<file path="src/hdl/pst_pkg.sv">
`timescale 1ns / 1ps
// Shared types and constants for the polygon scanline span table.
// Used by the controller, the datapath and the top level; depends on nothing.
package pst_pkg;

   localparam int COORD_W   = 10;
   localparam int LEFT_W    = 11;
   localparam int DIV_CNT_W = 4;
   localparam logic [DIV_CNT_W-1:0] DIV_STEPS = DIV_CNT_W'(COORD_W);

   typedef enum logic [1:0] {
      OP_CLEAR = 2'd0,
      OP_ADD   = 2'd1,
      OP_READ  = 2'd2
   } op_type;

   typedef enum logic [2:0] {
      ST_CLEAR,
      ST_IDLE,
      ST_DIV,
      ST_WALK,
      ST_READ,
      ST_RESP
   } state_type;

   typedef struct packed {
      logic load;
      logic div_step;
      logic walk_step;
      logic clr_step;
      logic rd_issue;
   } cmd_type;

   typedef struct packed {
      logic horiz;
      logic div_last;
      logic walk_last;
      logic clr_last;
   } sts_type;

endpackage

</file>
<file path="src/hdl/pst_ctrl.sv">
`timescale 1ns / 1ps
// Controller for the span table: sequences clear, divide, row walk and read.
// Depends on pst_pkg for the state, operation, command and status types.
module pst_ctrl import pst_pkg::*; (
   input  logic       clock,
   input  logic       reset,
   input  logic       start,
   input  logic [1:0] req_operation,
   input  sts_type    sts,
   output cmd_type    cmd,
   output logic       busy,
   output logic       rsp_valid
);

   state_type state_ff, state_in;

   always_ff @(posedge clock) begin
      if (reset) begin
         state_ff <= ST_CLEAR;
      end else begin
         state_ff <= state_in;
      end
   end

   always_comb begin
      state_in = state_ff;
      unique case (state_ff)
         ST_CLEAR: begin
            if (sts.clr_last) state_in = ST_IDLE;
         end
         ST_IDLE: begin
            if (start) begin
               case (req_operation)
                  OP_CLEAR: state_in = ST_CLEAR;
                  OP_ADD:   state_in = ST_DIV;
                  OP_READ:  state_in = ST_READ;
                  default:  state_in = ST_IDLE;
               endcase
            end
         end
         ST_DIV: begin
            // a horizontal edge touches no row
            if (sts.horiz) state_in = ST_IDLE;
            else if (sts.div_last) state_in = ST_WALK;
         end
         ST_WALK: begin
            if (sts.walk_last) state_in = ST_IDLE;
         end
         ST_READ: state_in = ST_RESP;
         ST_RESP: state_in = ST_IDLE;
         default: state_in = ST_IDLE;
      endcase
   end

   always_comb begin
      cmd       = '0;
      busy      = 1'b1;
      rsp_valid = 1'b0;
      unique case (state_ff)
         ST_CLEAR: cmd.clr_step = 1'b1;
         ST_IDLE: begin
            busy     = 1'b0;
            cmd.load = start;
         end
         ST_DIV:  cmd.div_step = !sts.horiz;
         ST_WALK: cmd.walk_step = 1'b1;
         ST_READ: cmd.rd_issue = 1'b1;
         ST_RESP: rsp_valid = 1'b1;
         default: busy = 1'b1;
      endcase
   end

   a_rsp_single: assert property (@(posedge clock) disable iff (reset)
      rsp_valid |=> !rsp_valid)
      else $error("result strobe held longer than one cycle");

   a_read_latency: assert property (@(posedge clock) disable iff (reset)
      (start && !busy && req_operation == OP_READ) |-> ##2 rsp_valid)
      else $error("read transfer did not produce a result two cycles later");

endmodule

</file>
<file path="config.mk">
export PLATFORM = sky130hd
export DESIGN_NAME = pst_ctrl
export DESIGN_NICKNAME = d
export VERILOG_FILES = /design/src/hdl/pst_pkg.sv /design/src/hdl/pst_ctrl.sv
export SDC_FILE = /design/constraint.sdc
export NUM_CORES = 1
export LEC_CHECK = 0
export BUFFER_PORTS_ARGS = -buffer_cell sky130_fd_sc_hd__buf_2
export CAP_MARGIN = 20
export CORE_AREA = 3 3 40 42
export DETAILED_ROUTE_END_ITERATION = 7
export DIE_AREA = 0 0 43 45
export PLACE_DENSITY = 0.5
export SKIP_LAST_GASP = 1
export SLEW_MARGIN = 20
export SYNTH_ARGS = -nofsm -noshare
export SYNTH_HDL_FRONTEND = slang
export SYNTH_SLANG_ARGS = --single-unit
</file>
<file path="constraint.sdc">
create_clock -name clock -period 1.3 [get_ports clock]
set_clock_uncertainty 0.05 [all_clocks]
set_input_delay 0.39 -clock clock [delete_from_list [all_inputs] [get_ports clock]]
set_output_delay 0.39 -clock clock [all_outputs]
set_load 0.02 [all_outputs]
</file>
==> results of run 1 <==
worst reg2reg max path, cell delays in order, from the launching register on:
cell,delay [ns]
dfxtp_4,0.35
buf_4,0.14
buf_6,0.12
nand2b_1,0.14
a31o_1,0.24
nor3_2,0.14
power breakdown:
| part | total, mW | switching (mW) | internal [mW] |
|---|---|---|---|
| Combinational | 0.136 | 0.0600 | 0.0757 |
| Clock | 0.160 | 0.0451 | 0.115 |
| Sequential | 0.101 | 0.00736 | 0.0936 |
| Total | 0.397 | 0.113 | 0.284 |
cells in the final DEF, fill, tap and decap left out, types with 3 or more instances in the layout:
cell type / n
dfxtp_4: 3
buf_6: 5
buf_4: 13
clkbuf_4: 3
buf_2: 9
nor3b_2: 3
layout make-up:
class                           instances  area [um2]
Tap cell                               15        18.8
Fill cell                             131         721
Clock buffer                            4        26.3
Inverter                                1        3.75
Timing Repair Buffer                   29         239
Multi-Input combinational cell         23         205
Sequential cell                         3        71.3
routing by layer:
layer,vias to the layer above,part of all wire (%)
met5,-,0
met4,0,0
met3,0,6.2
met2,9,56
met1,156,38
li1,172,-
kinds of logic after synthesis:
group	Yosys count	share of synthesized area (%)
flip-flops	3	24.1
buffers and inverters	4	13.6
multiplexers	1	4.02
AND/OR/NAND/NOR	17	44.7
AO/OA/AOI/OAI	5	13.6
repair_timing:
action,CTS,global route
endpoints found under the setup margin,7,8
buffers inserted,3,1
cloned,0,0
gates resized for setup,15,8
pin swaps,2,2
through the flow:
| stage | hold slack, ns | total power, mW | cells | cell area [um2] | setup TNS [ns] |
|---|---|---|---|---|---|
| after floorplan | 0.419 | 0.160 | 30 | 275 | -0.194 |
| after global placement | 0.538 | 0.210 | 67 | 427 | -0.255 |
| after detailed placement | 0.535 | 0.209 | 67 | 427 | -0.254 |
| after CTS | 0.283 | 0.399 | 74 | 529 | -1.32 |
| after global routing | 0.296 | 0.429 | 75 | 564 | -1.58 |
| final | 0.297 | 0.397 | 75 | 564 | -1.23 |
path summary, 6_finish.rpt:
check                 to  depth (start not counted)         from
max reg2reg  state_ff[2]                          5  state_ff[0]
min          state_ff[0]                          2        reset
max               cmd[3]                          3  state_ff[0]
min reg2reg  state_ff[2]                          2  state_ff[1]
synth_stat cells:
cell type and number:
dfxtp_1 3, nor3b_1 3, a21oi_1 2, buf_6 2, nand2_1 2, nand2b_1 2
nor2_1 2, nor3_1 2, a221oi_1 1, a31o_1 1, buf_4 1, inv_1 1
mux2i_1 1, nand2_2 1, nand3b_1 1, nand4b_1 1, nor3_2 1, nor4b_1 1
nor4bb_1 1, o22ai_1 1
==> impl_metrics.ini, run 1 <==
[worst_setup_path]
path_cells = buf_12 > nor4b_4 > buf_4
crit_path_start_kind = flip-flop
crit_buf_inv = 2
path_delay_family = flip-flops
slowest_delay_ns = 0.35
crit_arrival_ns = 1.09
rrSetupSlack_ns = 0.05
crit_slowest_cell = dfxtp_4
crit_required_ns = 0.86
worstSetupEndpointType = primary output
crit_fanout = 4
timing_worst_setup_path_type = flip-flop to primary output

[sta]
max_freq_mhz = 655
fin_crit_sh_pct = 117
worst_pin_slew_ns = 0.272
layout_min_cycle_time_ns = 1.53
slew_headroom_pct = 81.9
rsz0062_at_grt = yes
setup_violations = 7
finalHoldViolCount = 0
setup_slack_ns = -0.226
maxSlewViolCount = 0

[clock_network]
clock-sinks = 3
clk_pin_slew_ns = 0.03
clkLatencyLatePin_ns = 0.23
clk_path_buf_depth = 2
cts_made_buffers = 3
cts_hold_buf = 0
htree_levels = 1
cts_tree = built
cts_root_buffer = clkbuf_4

[floorplanning]
io_pins = 16
die_area_um2 = 1940
coreArea_um2 = 1280
die_h_um = 45
row_count = 13
start_util_pct = 19.4
die_w_um = 43

[drt]
drcViolationCount = 0
vias = 337
via_per_inst = 4.49
drt_wl_total_um = 897
ant_nets = 0
drt_iter0_drc = 1
drt_pass1_iterations = 4
wire_per_inst_um = 12.0

[synth]
synth_seq_cells = 3
synth.yosys.seq_area_share_pct = 24.1
ys_warn_count = 0
synth_top_area_cell = dfxtp_1
synth_area_um2 = 249
synthCells = 30
syn_nets = 39
synth.avg_cell_area_um2 = 8.30
yosysTopAreaCellShare_pct = 24.1
yosysUniqueCellTypes = 20
yosys-top-cells-area = dfxtp_1 (24%), buf_6 (9.0%), nor3b_1 (9.0%), nand2b_1 (5.0%), a21oi_1 (4.0%)

[layout]
final_util_pct = 43.9
largest_reg_flops = 3
finish.net_count = 70
reg_top3 = state_ff x3
drive_gt1_share_pct = 73.3
top_register = state_ff
diodes = 0
area_delta_synth_final_pct = 127

[global_routing]
grt_use_met1_pct = 10.3
antenna_found_initial = 0
grt_pass1_vias = 317
grt.busiest_layer = met2
grtUsageMet2_pct = 16.5
grt_pass1_wl_um = 1320
grt_use_total_pct = 9.48
grtUsageMet3_pct = 2.79
grt_overflow = 0
grt_max_degree = 10

[placement]
place_hpwl_um = 586
place.port_buffers = 15
place_ws_ns = -0.0746
gp_congestion = 0.797

[pwr]
irDropWorstVdd_uv = 330
power_per_cell_area_nw_per_um2 = 703
leakage_nw = 0.242

[status]
status = finished with violations
violations = negative setup slack

[worst_hold_path]
min_path_type = input pin to flip-flop

[run]
cap_violations = 0
(Power assumes the default switching activity.)
==> run 2, diff against run 1 <==
- clock period: 1.3 -> 1.7 ns (I/O delays scaled with it)
==> run 2 against run 1 <==
Effect of this change:
- the run now ends clean
- core utilization decreased by 15 points
- design area decreased by 35%
- total power decreased by 33%
==> impl_metrics.ini, run 2 (synthesis gave the netlist of run 1 again) <==
[layout]
area_delta_synth_final_pct = 48.2
mostFrequentLayoutCells = buf_2 (15), clkbuf_4 (3)
final_util_pct = 28.7
drive_gt1_share_pct = 57.4
finalNonFillerCells = 62
finish.net_count = 57
fillCellCount = 149
top_register = state_ff
largest_reg_flops = 3
reg_top3 = state_ff x3
regArea_um2 = 66.3
multi_input_area_um2 = 171
diodes = 0
final_common_cell = buf_2

[sta]
fin_crit_sh_pct = 97.0
fin_hold_ws_ns = 0.406
layout_min_cycle_time_ns = 1.65
worst_pin_slew_ns = 0.246
maxSlewViolCount = 0
setup_violations = 0
tns_ns = 0
setup_slack_ns = 0.0518
max_freq_mhz = 607
finalHoldViolCount = 0
rsz0062_at_grt = yes
slew_headroom_pct = 83.4

[placement]
place_hpwl_um = 513
place_inst = 58
gp_congestion = 0.695
place_ws_ns = 0.0974
place.port_buffers = 15

[global_routing]
grt_overflow = 0
grt_max_degree = 12
grt_use_total_pct = 7.90
grt_pass1_wl_um = 1100
antenna_found_initial = 0
grt_pass1_vias = 287

[clock_network]
clk_pin_slew_ns = 0.04
cts_hold_buf = 0
clk_path_buf_depth = 2
cts_root_buffer = clkbuf_4
clkLatencyLatePin_ns = 0.23
htree_levels = 1
cts_made_buffers = 3
clock-sinks = 3
cts_tree = built

[run]
cap_violations = 0

[floorplanning]
die_area_um2 = 1940
row_count = 13
start_util_pct = 19.4
die_w_um = 43
coreArea_um2 = 1280
die_h_um = 45
io_pins = 16

[worst_hold_path]
hold_start = reset
min_path_type = input pin to flip-flop
whs_path_depth = 2
min_to = state_ff[0]

[worst_setup_path]
crit_required_ns = 1.14
r2r-end = state_ff[2]
crit_arrival_ns = 1.09
r2r-start = state_ff[0]
timing_worst_setup_path_type = flip-flop to primary output
crit_path_start_kind = flip-flop
worstSetupEndpointType = primary output
rrSetupSlack_ns = 0.62
crit_fanout = 6
rr_worst_depth = 4

[drt]
vias = 287
wire_per_inst_um = 11.4
via_per_inst = 4.63
drt_pass1_iterations = 2
drcViolationCount = 0
drt_wl_total_um = 708
drt_iter0_drc = 1
ant_nets = 0

[pwr]
leakage_nw = 0.160
irDropWorstVdd_uv = 127
power_per_cell_area_nw_per_um2 = 724

[status]
status = finished, final reports clean
run 2: cell types whose count changed in the layout (fill, tap and decap cells not counted), moves of 2 or more:
cell and delta:
nor3b_2 -2, buf_4 -12, nor3b_1 +2, buf_12 -2
buf_2 +6, dfxtp_4 -2, dfxtp_2 +2, buf_6 -5
run 2: critical path: stages, from the launching register on:
cell and delay [ns]:
dfxtp_2 0.35, buf_4 0.16, nor3b_1 0.16, buf_2 0.19
run 2: cell type report:
cell class	count	share of cell area [%]
Timing Repair Buffer	16	22.4
Inverter	1	1.02
Sequential cell	3	18.0
Multi-Input combinational cell	23	46.4
Tap cell	15	5.08
Clock buffer	4	7.12
run 2: worst max path at each step:
stage / start / to / slack (ns) / cells past startpoint
after floorplan: start / cmd[4] / 0.08 / 2
after global placement: start / cmd[4] / 0.11 / 4
after detailed placement: start / cmd[4] / 0.1 / 4
after CTS: state_ff[0] / cmd[0] / 0.04 / 3
after global routing: state_ff[0] / cmd[0] / -0.02 / 3
final: state_ff[0] / cmd[0] / 0.05 / 3
run 2: metrics by stage:
step                      power, mW  area, um2
after floorplan               0.120        255
after global placement        0.140        327
after detailed placement      0.140        327
after CTS                     0.273        357
after global routing          0.281        369
final                         0.267        369
run 2: timing repair:
| item | 4_1_cts | 5_1_grt |
|---|---|---|
| setup endpoints to repair | 6 | 4 |
| resized for setup | 3 | 3 |
| setup buffers | 0 | 0 |
| pin swaps | 0 | 0 |
run 2: power by group:
group | switching (mW) | total (mW) | internal (mW)
clock network | 0.0395 | 0.128 | 0.0881
logic | 0.0322 | 0.0595 | 0.0273
registers | 0.00692 | 0.0802 | 0.0733
run 2: routing by layer:
metal / GRT usage [%] / vias up / share of wire (%)
li1: - / 144 / -
met2: 12.0 / 14 / 43
met3: 0 / 2 / 8.2
met5: 0 / - / 0
met1: 9.62 / 127 / 47
met4: 9.04 / 0 / 2.4
==> run 3, diff against run 2 <==
- CELL_PAD_IN_SITES_DETAIL_PLACEMENT: not set -> 1
- CELL_PAD_IN_SITES_GLOBAL_PLACEMENT: not set -> 2
- CORE_AREA: 3 3 40 42 -> not set
- CORE_MARGIN: not set -> 3
- CORE_UTILIZATION: not set -> 19
- DIE_AREA: 0 0 43 45 -> not set
- HOLD_SLACK_MARGIN: not set -> 0.12
- PLACE_DENSITY: 0.5 -> 0.79
==> run 3 against run 2 <==
Effect of this change:
- via count grew 2.4%
- die area down 8.0%
- design area fell by 2.4%
- sequential power barely moved
- flip-flop and latch count unchanged
- count of clock-buffer cells in the layout stayed put
- critical path depth unchanged
- largest cell class unchanged
- largest power group unchanged
==> impl_metrics.ini, run 3 (synthesis gave the netlist of run 1 again) <==
[drt]
vias = 294
drt_iter0_drc = 3
drcViolationCount = 0
ant_nets = 0
wire_per_inst_um = 12.3
via_per_inst = 4.82
drt_pass1_iterations = 2
drt_wl_total_um = 752

[clock_network]
cts_made_buffers = 3
cts_hold_buf = 0
clk_path_buf_depth = 2
postCtsSetupBuffers = 0
cts_tree = built
clk_pin_slew_ns = 0.04
clkLatencyLatePin_ns = 0.24
cts_root_buffer = clkbuf_4
clock-sinks = 3
htree_levels = 1

[layout]
final_util_pct = 30.8
mostFrequentLayoutCells = buf_2 (15), nor3b_1 (3), clkbuf_4 (3)
multi_input_area_um2 = 161
top_register = state_ff
largest_reg_flops = 3
fillCellCount = 157
area_delta_synth_final_pct = 44.7
regArea_um2 = 68.8
final_common_cell = buf_2
finalNonFillerCells = 61
drive_gt1_share_pct = 53.2
diodes = 0
reg_top3 = state_ff x3
finish.net_count = 57

[sta]
setup_violations = 0
layout_min_cycle_time_ns = 1.67
max_freq_mhz = 599
rsz0062_at_grt = yes
fin_crit_sh_pct = 98.3
finalHoldViolCount = 0
worst_pin_slew_ns = 0.249
slew_headroom_pct = 83.2
maxSlewViolCount = 0

[global_routing]
grt_pass1_wl_um = 1210
grt_overflow = 0
grt_max_degree = 12
grt_pass1_vias = 291
antenna_found_initial = 0
grt_use_total_pct = 9.39

[placement]
place_inst = 57
gp_congestion = 0.777
place_hpwl_um = 536
place.port_buffers = 15

[worst_setup_path]
crit_buf_inv = 2
crit_required_ns = 1.14
timing_worst_setup_path_type = flip-flop to primary output
crit_path_start_kind = flip-flop
path_delay_family = flip-flops
slowest_delay_ns = 0.36
path_cells = buf_4 > nor3b_1 > buf_2
worstSetupEndpointType = primary output
crit_slowest_cell = dfxtp_4
crit_arrival_ns = 1.11
crit_fanout = 6

[floorplanning]
die_h_um = 42.2
die_w_um = 42.2
start_util_pct = 21.3
coreArea_um2 = 1170
row_count = 12
io_pins = 16
die_area_um2 = 1780

[pwr]
irDropWorstVdd_uv = 220
leakage_nw = 0.155
finalPower_mw = 0.269
power_per_cell_area_nw_per_um2 = 748

[worst_hold_path]
min_path_type = input pin to flip-flop

[status]
status = finished, final reports clean

[run]
cap_violations = 0
run 3: cell count changes in the layout (fill, tap and decap cells not counted):
cell     change
dfxtp_2      -1
dfxtp_4      +1
nor3b_2      -1
nor3_2       -1
nor3_1       +1
nor3b_1      +1
run 3: path summary, 6_finish.rpt:
path | from | end | slack, ns | cells after the start
setup / recovery | state_ff[0] | cmd[0] | 0.03 | 3
hold / removal | reset | state_ff[0] | 0.39 | 2
setup reg to reg | state_ff[0] | state_ff[2] | 0.65 | 4
hold reg to reg | state_ff[1] | state_ff[2] | 0.45 | 1
run 3: worst register-to-register path: stages, from the launching register on:
cell,delay (ns)
dfxtp_4,0.38
buf_4,0.15
nor4bb_1,0.21
a21oi_1,0.08
nor3_2,0.10
run 3: report_power, final:
part | total, mW | internal (mW) | switching [mW]
logic | 0.0584 | 0.0270 | 0.0314
clock network | 0.131 | 0.0883 | 0.0424
registers | 0.0803 | 0.0729 | 0.00735
run 3: timing repair:
| item | in CTS | in global routing |
|---|---|---|
| resized for setup | 3 | 2 |
| endpoints found under the setup margin | 7 | 5 |
| hold endpoints to repair | 0 | 0 |
run 3: per-layer routing:
metal	up-vias	GRT usage [%]	share of wire (%)
met5	-	0	0
met4	0	5.59	1.1
met3	2	5.15	8.5
met2	13	12.8	46
met1	135	11.3	44
li1	144	-	-
run 3: final cells by class:
class | count | area share (%)
well taps | 14 | 4.86
clock buffers | 4 | 7.29
multi-input cells | 23 | 44.8
repair buffers | 16 | 22.9
flip-flops and latches | 3 | 19.1
inverters | 1 | 1.04
run 3: per-stage QoR:
| stage | worst slack (ns) | hold WS, ns | area (um2) | setup TNS (ns) |
|---|---|---|---|---|
| after floorplan | 0.0817 | 0.485 | 255 | 0 |
| after global placement | 0.0871 | 0.590 | 325 | 0 |
| after detailed placement | 0.0886 | 0.603 | 325 | 0 |
| after CTS | 0.00697 | 0.397 | 355 | 0 |
| after global routing | -0.0318 | 0.391 | 360 | -0.0871 |
| final | 0.0297 | 0.395 | 360 | 0 |
